File: src/sv/tclt_pkg.sv
// Package: shared constants, payload structs and control types for the connect tracker.
`timescale 1ns / 1ps
package tclt_pkg;

  localparam int CONN_ENTRIES   = 1024;
  localparam int WORKER_ENTRIES = 512;

  localparam int CIDX_W = $clog2(CONN_ENTRIES);
  localparam int WIDX_W = (WORKER_ENTRIES > 1) ? $clog2(WORKER_ENTRIES) : 1;
  localparam int SIDX_W = (CIDX_W > WIDX_W) ? CIDX_W : WIDX_W;
  localparam int CLR_N  = (CONN_ENTRIES > WORKER_ENTRIES) ? CONN_ENTRIES : WORKER_ENTRIES;
  localparam int CLR_W  = $clog2(CLR_N);

  localparam logic [1:0] CMD_STATE  = 2'd0;
  localparam logic [1:0] CMD_RETX   = 2'd1;
  localparam logic [1:0] CMD_ADD    = 2'd2;
  localparam logic [1:0] CMD_REMOVE = 2'd3;

  localparam logic [3:0] ST_ESTABLISHED = 4'd1;
  localparam logic [3:0] ST_SYN_TX      = 4'd2;
  localparam logic [3:0] ST_FIN_WAIT1   = 4'd4;
  localparam logic [3:0] ST_FIN_WAIT2   = 4'd5;
  localparam logic [3:0] ST_TIME_WAIT   = 4'd6;
  localparam logic [3:0] ST_CLOSE       = 4'd7;
  localparam logic [3:0] ST_CLOSE_WAIT  = 4'd8;
  localparam logic [3:0] ST_LAST_ACK    = 4'd9;
  localparam logic [3:0] ST_CLOSING     = 4'd11;

  localparam logic [15:0] FAMILY_IPV4 = 16'd2;
  localparam logic [15:0] PROTO_TCP   = 16'd6;
  localparam logic [7:0]  RETX_MAX    = 8'd255;

  typedef struct packed {
    logic [1:0]  cmd;
    logic [63:0] sock_key;
    logic [3:0]  old_state;
    logic [3:0]  new_state;
    logic [15:0] addr_family;
    logic [15:0] proto_number;
    logic [31:0] dest_addr;
    logic [15:0] dest_port;
    logic [22:0] task_id;
    logic [63:0] now_ns;
  } in_t;

  typedef struct packed {
    logic [63:0] start_ns;
    logic [63:0] lat_ns;
    logic [31:0] out_addr;
    logic [15:0] out_port;
    logic        failed;
    logic [7:0]  retx_count;
  } out_t;

  typedef struct packed {
    logic        valid;
    logic [63:0] key;
    logic [63:0] start;
    logic [31:0] addr;
    logic [7:0]  retx;
  } conn_ent_t;

  typedef struct packed {
    logic        valid;
    logic [22:0] id;
  } wrk_ent_t;

  typedef enum logic [2:0] {
    K_NONE, K_RETX, K_ADD, K_REMOVE, K_SYN, K_CLOSE, K_TEAR
  } kind_t;

  typedef struct packed {
    logic load_in;
    logic wscan_start;
    logic cscan_start;
    logic wr_worker;
    logic wr_conn;
    logic load_out;
  } ctl_cmd_t;

  typedef struct packed {
    logic  clear_busy;
    logic  scan_busy;
    logic  hit;
    logic  free;
    logic  out_free;
    kind_t kind;
  } ctl_sts_t;

endpackage

File: src/sv/tclt_ctrl.sv
// Controller: sequences decode, table scans, table updates and result hand-off.
`timescale 1ns / 1ps
module tclt_ctrl import tclt_pkg::*; (
  input  logic     clk,
  input  logic     rst_n,
  input  logic     in_valid,
  output logic     in_ready,
  input  ctl_sts_t sts,
  output ctl_cmd_t cmd
);

  typedef enum logic [5:0] {
    S_CLEAR = 6'b000001,
    S_IDLE  = 6'b000010,
    S_DEC   = 6'b000100,
    S_WSCAN = 6'b001000,
    S_CSCAN = 6'b010000,
    S_EMIT  = 6'b100000
  } state_t;

  state_t state_r, state_nxt;

  always_comb begin
    state_nxt = state_r;
    cmd       = '0;
    in_ready  = 1'b0;
    unique case (state_r)
      S_CLEAR: if (!sts.clear_busy) state_nxt = S_IDLE;
      S_IDLE: begin
        in_ready = 1'b1;
        if (in_valid) begin
          cmd.load_in = 1'b1;
          state_nxt   = S_DEC;
        end
      end
      S_DEC: begin
        case (sts.kind)
          K_ADD, K_REMOVE, K_SYN: begin
            cmd.wscan_start = 1'b1;
            state_nxt       = S_WSCAN;
          end
          K_RETX, K_CLOSE, K_TEAR: begin
            cmd.cscan_start = 1'b1;
            state_nxt       = S_CSCAN;
          end
          default: state_nxt = S_IDLE;
        endcase
      end
      S_WSCAN: begin
        if (!sts.scan_busy) begin
          state_nxt = S_IDLE;
          case (sts.kind)
            K_ADD:    cmd.wr_worker = !sts.hit && sts.free;
            K_REMOVE: cmd.wr_worker = sts.hit;
            default: begin
              if (sts.hit) begin
                cmd.cscan_start = 1'b1;
                state_nxt       = S_CSCAN;
              end
            end
          endcase
        end
      end
      S_CSCAN: begin
        if (!sts.scan_busy) begin
          state_nxt = S_IDLE;
          case (sts.kind)
            K_SYN:   cmd.wr_conn = sts.hit || sts.free;
            K_CLOSE: if (sts.hit) state_nxt = S_EMIT;
            default: cmd.wr_conn = sts.hit;
          endcase
        end
      end
      S_EMIT: begin
        if (sts.out_free) begin
          cmd.wr_conn  = 1'b1;
          cmd.load_out = 1'b1;
          state_nxt    = S_IDLE;
        end
      end
      default: state_nxt = S_IDLE;
    endcase
  end

  always_ff @(posedge clk) begin
    if (!rst_n) state_r <= S_CLEAR;
    else        state_r <= state_nxt;
  end

endmodule

File: config.mk
export PLATFORM = sky130hd
export DESIGN_NAME = tclt_ctrl
export DESIGN_NICKNAME = d
export VERILOG_FILES = /design/src/sv/tclt_pkg.sv /design/src/sv/tclt_ctrl.sv
export SDC_FILE = /design/constraint.sdc
export NUM_CORES = 1
export LEC_CHECK = 0
export ABC_AREA = 1
export ABC_CLOCK_PERIOD_IN_PS = 2000
export BUFFER_PORTS_ARGS = -buffer_cell sky130_fd_sc_hd__buf_2
export CAP_MARGIN = 15
export CORE_AREA = 2 2 39 41
export DETAILED_ROUTE_END_ITERATION = 6
export DIE_AREA = 0 0 41 43
export PLACE_DENSITY = 0.68
export SYNTH_ARGS = -nofsm -noshare
export SYNTH_HDL_FRONTEND = slang
export SYNTH_SLANG_ARGS = --single-unit
File: constraint.sdc
create_clock -name clk -period 2 [get_ports clk]
set_input_delay 0.5 -clock clk [delete_from_list [all_inputs] [get_ports clk]]
set_output_delay 0.5 -clock clk [all_outputs]
set_load 0.02 [all_outputs]
==> impl_metrics.tcl <==
set metrics [dict create \
    power_density_mw_per_mm2 447 \
    rows 14 \
    yosysTopAreaCellShare 0.212 \
    syn_area_per_cell_sq_um 6.02 \
    first_iter_violations 1 \
    dp.cells 127 \
    tightest_slew_ns 0.249 \
    synth_common_cells "inv_1 (20), nor2_1 (18), nand2_1 (11)" \
    hold_start "rst_n" \
    synth.area.top_cells "dfxtp_1 (21%), inv_1 (13%), nor2_1 (12%)" \
    rsz0062_at_grt "false" \
    critPathMaxFanout 6 \
    hold_violations 0 \
    placeableCoreArea_sq_mm 0.00138 \
    synth_warnings 0 \
    largest_registers "state_r x6" \
    ir_drop_v 0.000255 \
    grt_pass1_vias 559 \
    netlist.top_cell.by_area "dfxtp_1" \
    cts.repair.resized 0 \
    clock.fmax_mhz 529 \
    relSlewSlack 0.833 \
    drive_gt1_frac 0.351 \
    diodes 0 \
    portBuffers 17 \
    reg2regPathDepth 7 \
    ys_seq_area_frac 0.212 \
    hp-class "in2reg" \
    muxShareOfSynthArea 0 \
    via_count 634 \
    critPathArrivalTime_ns 1.39 \
    nNetsFinal 127 \
    ys_async_sr_fraction 0 \
    critPathLaunch "state_r[3]" \
    design_area_sq_um 709 \
    antenna_found_initial 0 \
    largest_reg_flops 6 \
    grt-ovfl-total 0 \
    status "complete, no violations" \
    drt-pass1-iter-count 3 \
    reg2reg_from "state_r[3]" \
    synth_edf_count 0 \
    grt_pass1_wl_mm 2.10 \
    startpoint_type "flop" \
    setup_violations 0 \
    grt_max_degree 7 \
    track_usage 0.180 \
    final_util 0.513 \
    crit_required_ns 1.50 \
    numCtsBuffers 3 \
    htreeDepth 1 \
    fin_crit_ns 1.89 \
    layoutNonFillerInstCount 130 \
    synth-compound-area-share 0.0841 \
    fill_cells 147 \
    boundaryPins 18 \
    ys_ff_latch 6 \
    place_congestion 0.775 \
    path_common_cell "inv_1" \
    area_growth_pct 25.4 \
    end_kind "output port" \
    antenna_left 0 \
    finalClockSkew_ns 0.00391 \
    die_height_microns 43 \
    synthFlopType "dfxtp_1" \
    holdPathStages 2 \
    dp_hpwl_mm 1.06 \
    fin_crit_sh 0.945 \
    cpPeakStageDelay_ns 0.40 \
    crit_type "reg2out" \
    yosys.area_share.simple 0.558 \
    synth_top_family_by_area "simple AND/OR/NAND/NOR gates" \
    initial_core_util 0.409 \
    synthXorXnorAreaFrac 0 \
    synth.most_common_cell "inv_1" \
    detail_route.wl_per_cell_microns 9.76 \
    syn_area_sq_um 566 \
    clock_latency_ns 0.25 \
    fp.dieW_microns 41 \
    drv_slew 0 \
    clock_path_buffers 2 \
    drt-vias-per-instance 4.88 \
    holdBufCountCts 0 \
    synth_nets 105 \
    die_area_sq_mm 0.00176 \
    drc 0 \
    post-cts-setup-buffer-count 0 \
    finalSetupTns_ns 0 \
    regMostFlops "state_r" \
    placed_area_sq_um 671 \
    crit_slowest_cell "dfxtp_1" \
    power_leakage_nw 0.395 \
    clk_pin_slew_ns 0.04 \
    path_cells "inv_1 > nor2_2 > nand3_2 > inv_1 > nand3_1 > nand2_1 > buf_2" \
    r2r_slack_ns 0.81 \
    root_buffer "clkbuf_4" \
    synth_fa_ha_area_frac 0 \
    syn_inst 94 \
    cts.sinks 6 \
    synth.distinct_cells 21 \
    cap_violations 0 \
    cts_tree "done" \
    wl_mm 1.27 \
]
==> power breakdown <==
| group | leakage (nW) | switching [mW] | internal (mW) |
|---|---|---|---|
| clock | 0.0138 | 0.0458 | 0.0680 |
| combinational | 0.333 | 0.0459 | 0.0269 |
| sequential | 0.0491 | 0.00550 | 0.125 |
==> worst paths after layout <==
kind,end
worst max register to register,state_r[1]
worst min-delay path,state_r[0]
worst max-delay path,cmd[3]
worst min register to register,state_r[0]
==> critical path, delay by kind of cell, from the launching register on <==
kind,cells,cell delay [ns]
and+or+nand+nor,4,0.43
DFF,1,0.40
buffers and inverters,3,0.31
==> layer usage <==
metal / GRT usage / wire, microns / vias up
met4: 0.120 / 45 / 0
met3: 0.0471 / 41 / 5
met1: 0.199 / 577 / 281
met2: 0.281 / 604 / 14
met5: 0 / 0 / -
li1: - / - / 334
==> stage by stage <==
| stage | hold WS (ns) | setup WS [ns] | power, mW |
|---|---|---|---|
| detailed placement | 0.630 | 0.139 | 0.203 |
| floorplan | 0.569 | 0.0433 | 0.179 |
| CTS | 0.461 | 0.0976 | 0.322 |
| finish | 0.470 | 0.111 | 0.317 |
| global placement | 0.615 | 0.169 | 0.202 |
| global route | 0.474 | 0.00646 | 0.340 |
==> cell families after synthesis <==
group                  after synthesis
AND/OR/NAND/NOR                     58
buffers and inverters               22
AO/OA/AOI/OAI                        8
flip-flops                           6
==> cell type report <==
| cell class | count | area (sq um) | area share |
|---|---|---|---|
| Multi-Input combinational cell | 66 | 379 | 0.534 |
| Tap cell | 16 | 20.0 | 0.0282 |
| Sequential cell | 6 | 120 | 0.169 |
| Inverter | 22 | 82.6 | 0.116 |
| Timing Repair Buffer | 17 | 85.1 | 0.120 |
| Clock buffer | 3 | 22.5 | 0.0317 |
==> cells in the final DEF, fill, tap and decap left out, types with 2 or more instances in the layout <==
| cell type | Yosys | final |
|---|---|---|
| clkbuf_4 | 0 | 3 |
| nor2_4 | 3 | 3 |
| nor2_2 | 3 | 4 |
| nand3_2 | 4 | 3 |
| nand2_2 | 5 | 5 |
| dfxtp_1 | 6 | 6 |
| buf_2 | 0 | 17 |
| nand2_1 | 11 | 11 |
| o21ai_0 | 3 | 3 |
| a21oi_1 | 2 | 2 |
| nand3_1 | 6 | 6 |
| nor3_1 | 2 | 2 |
| nand4_1 | 3 | 3 |
| nor2_1 | 18 | 17 |
| inv_1 | 20 | 20 |
Power figures use the tool's default switching activity.
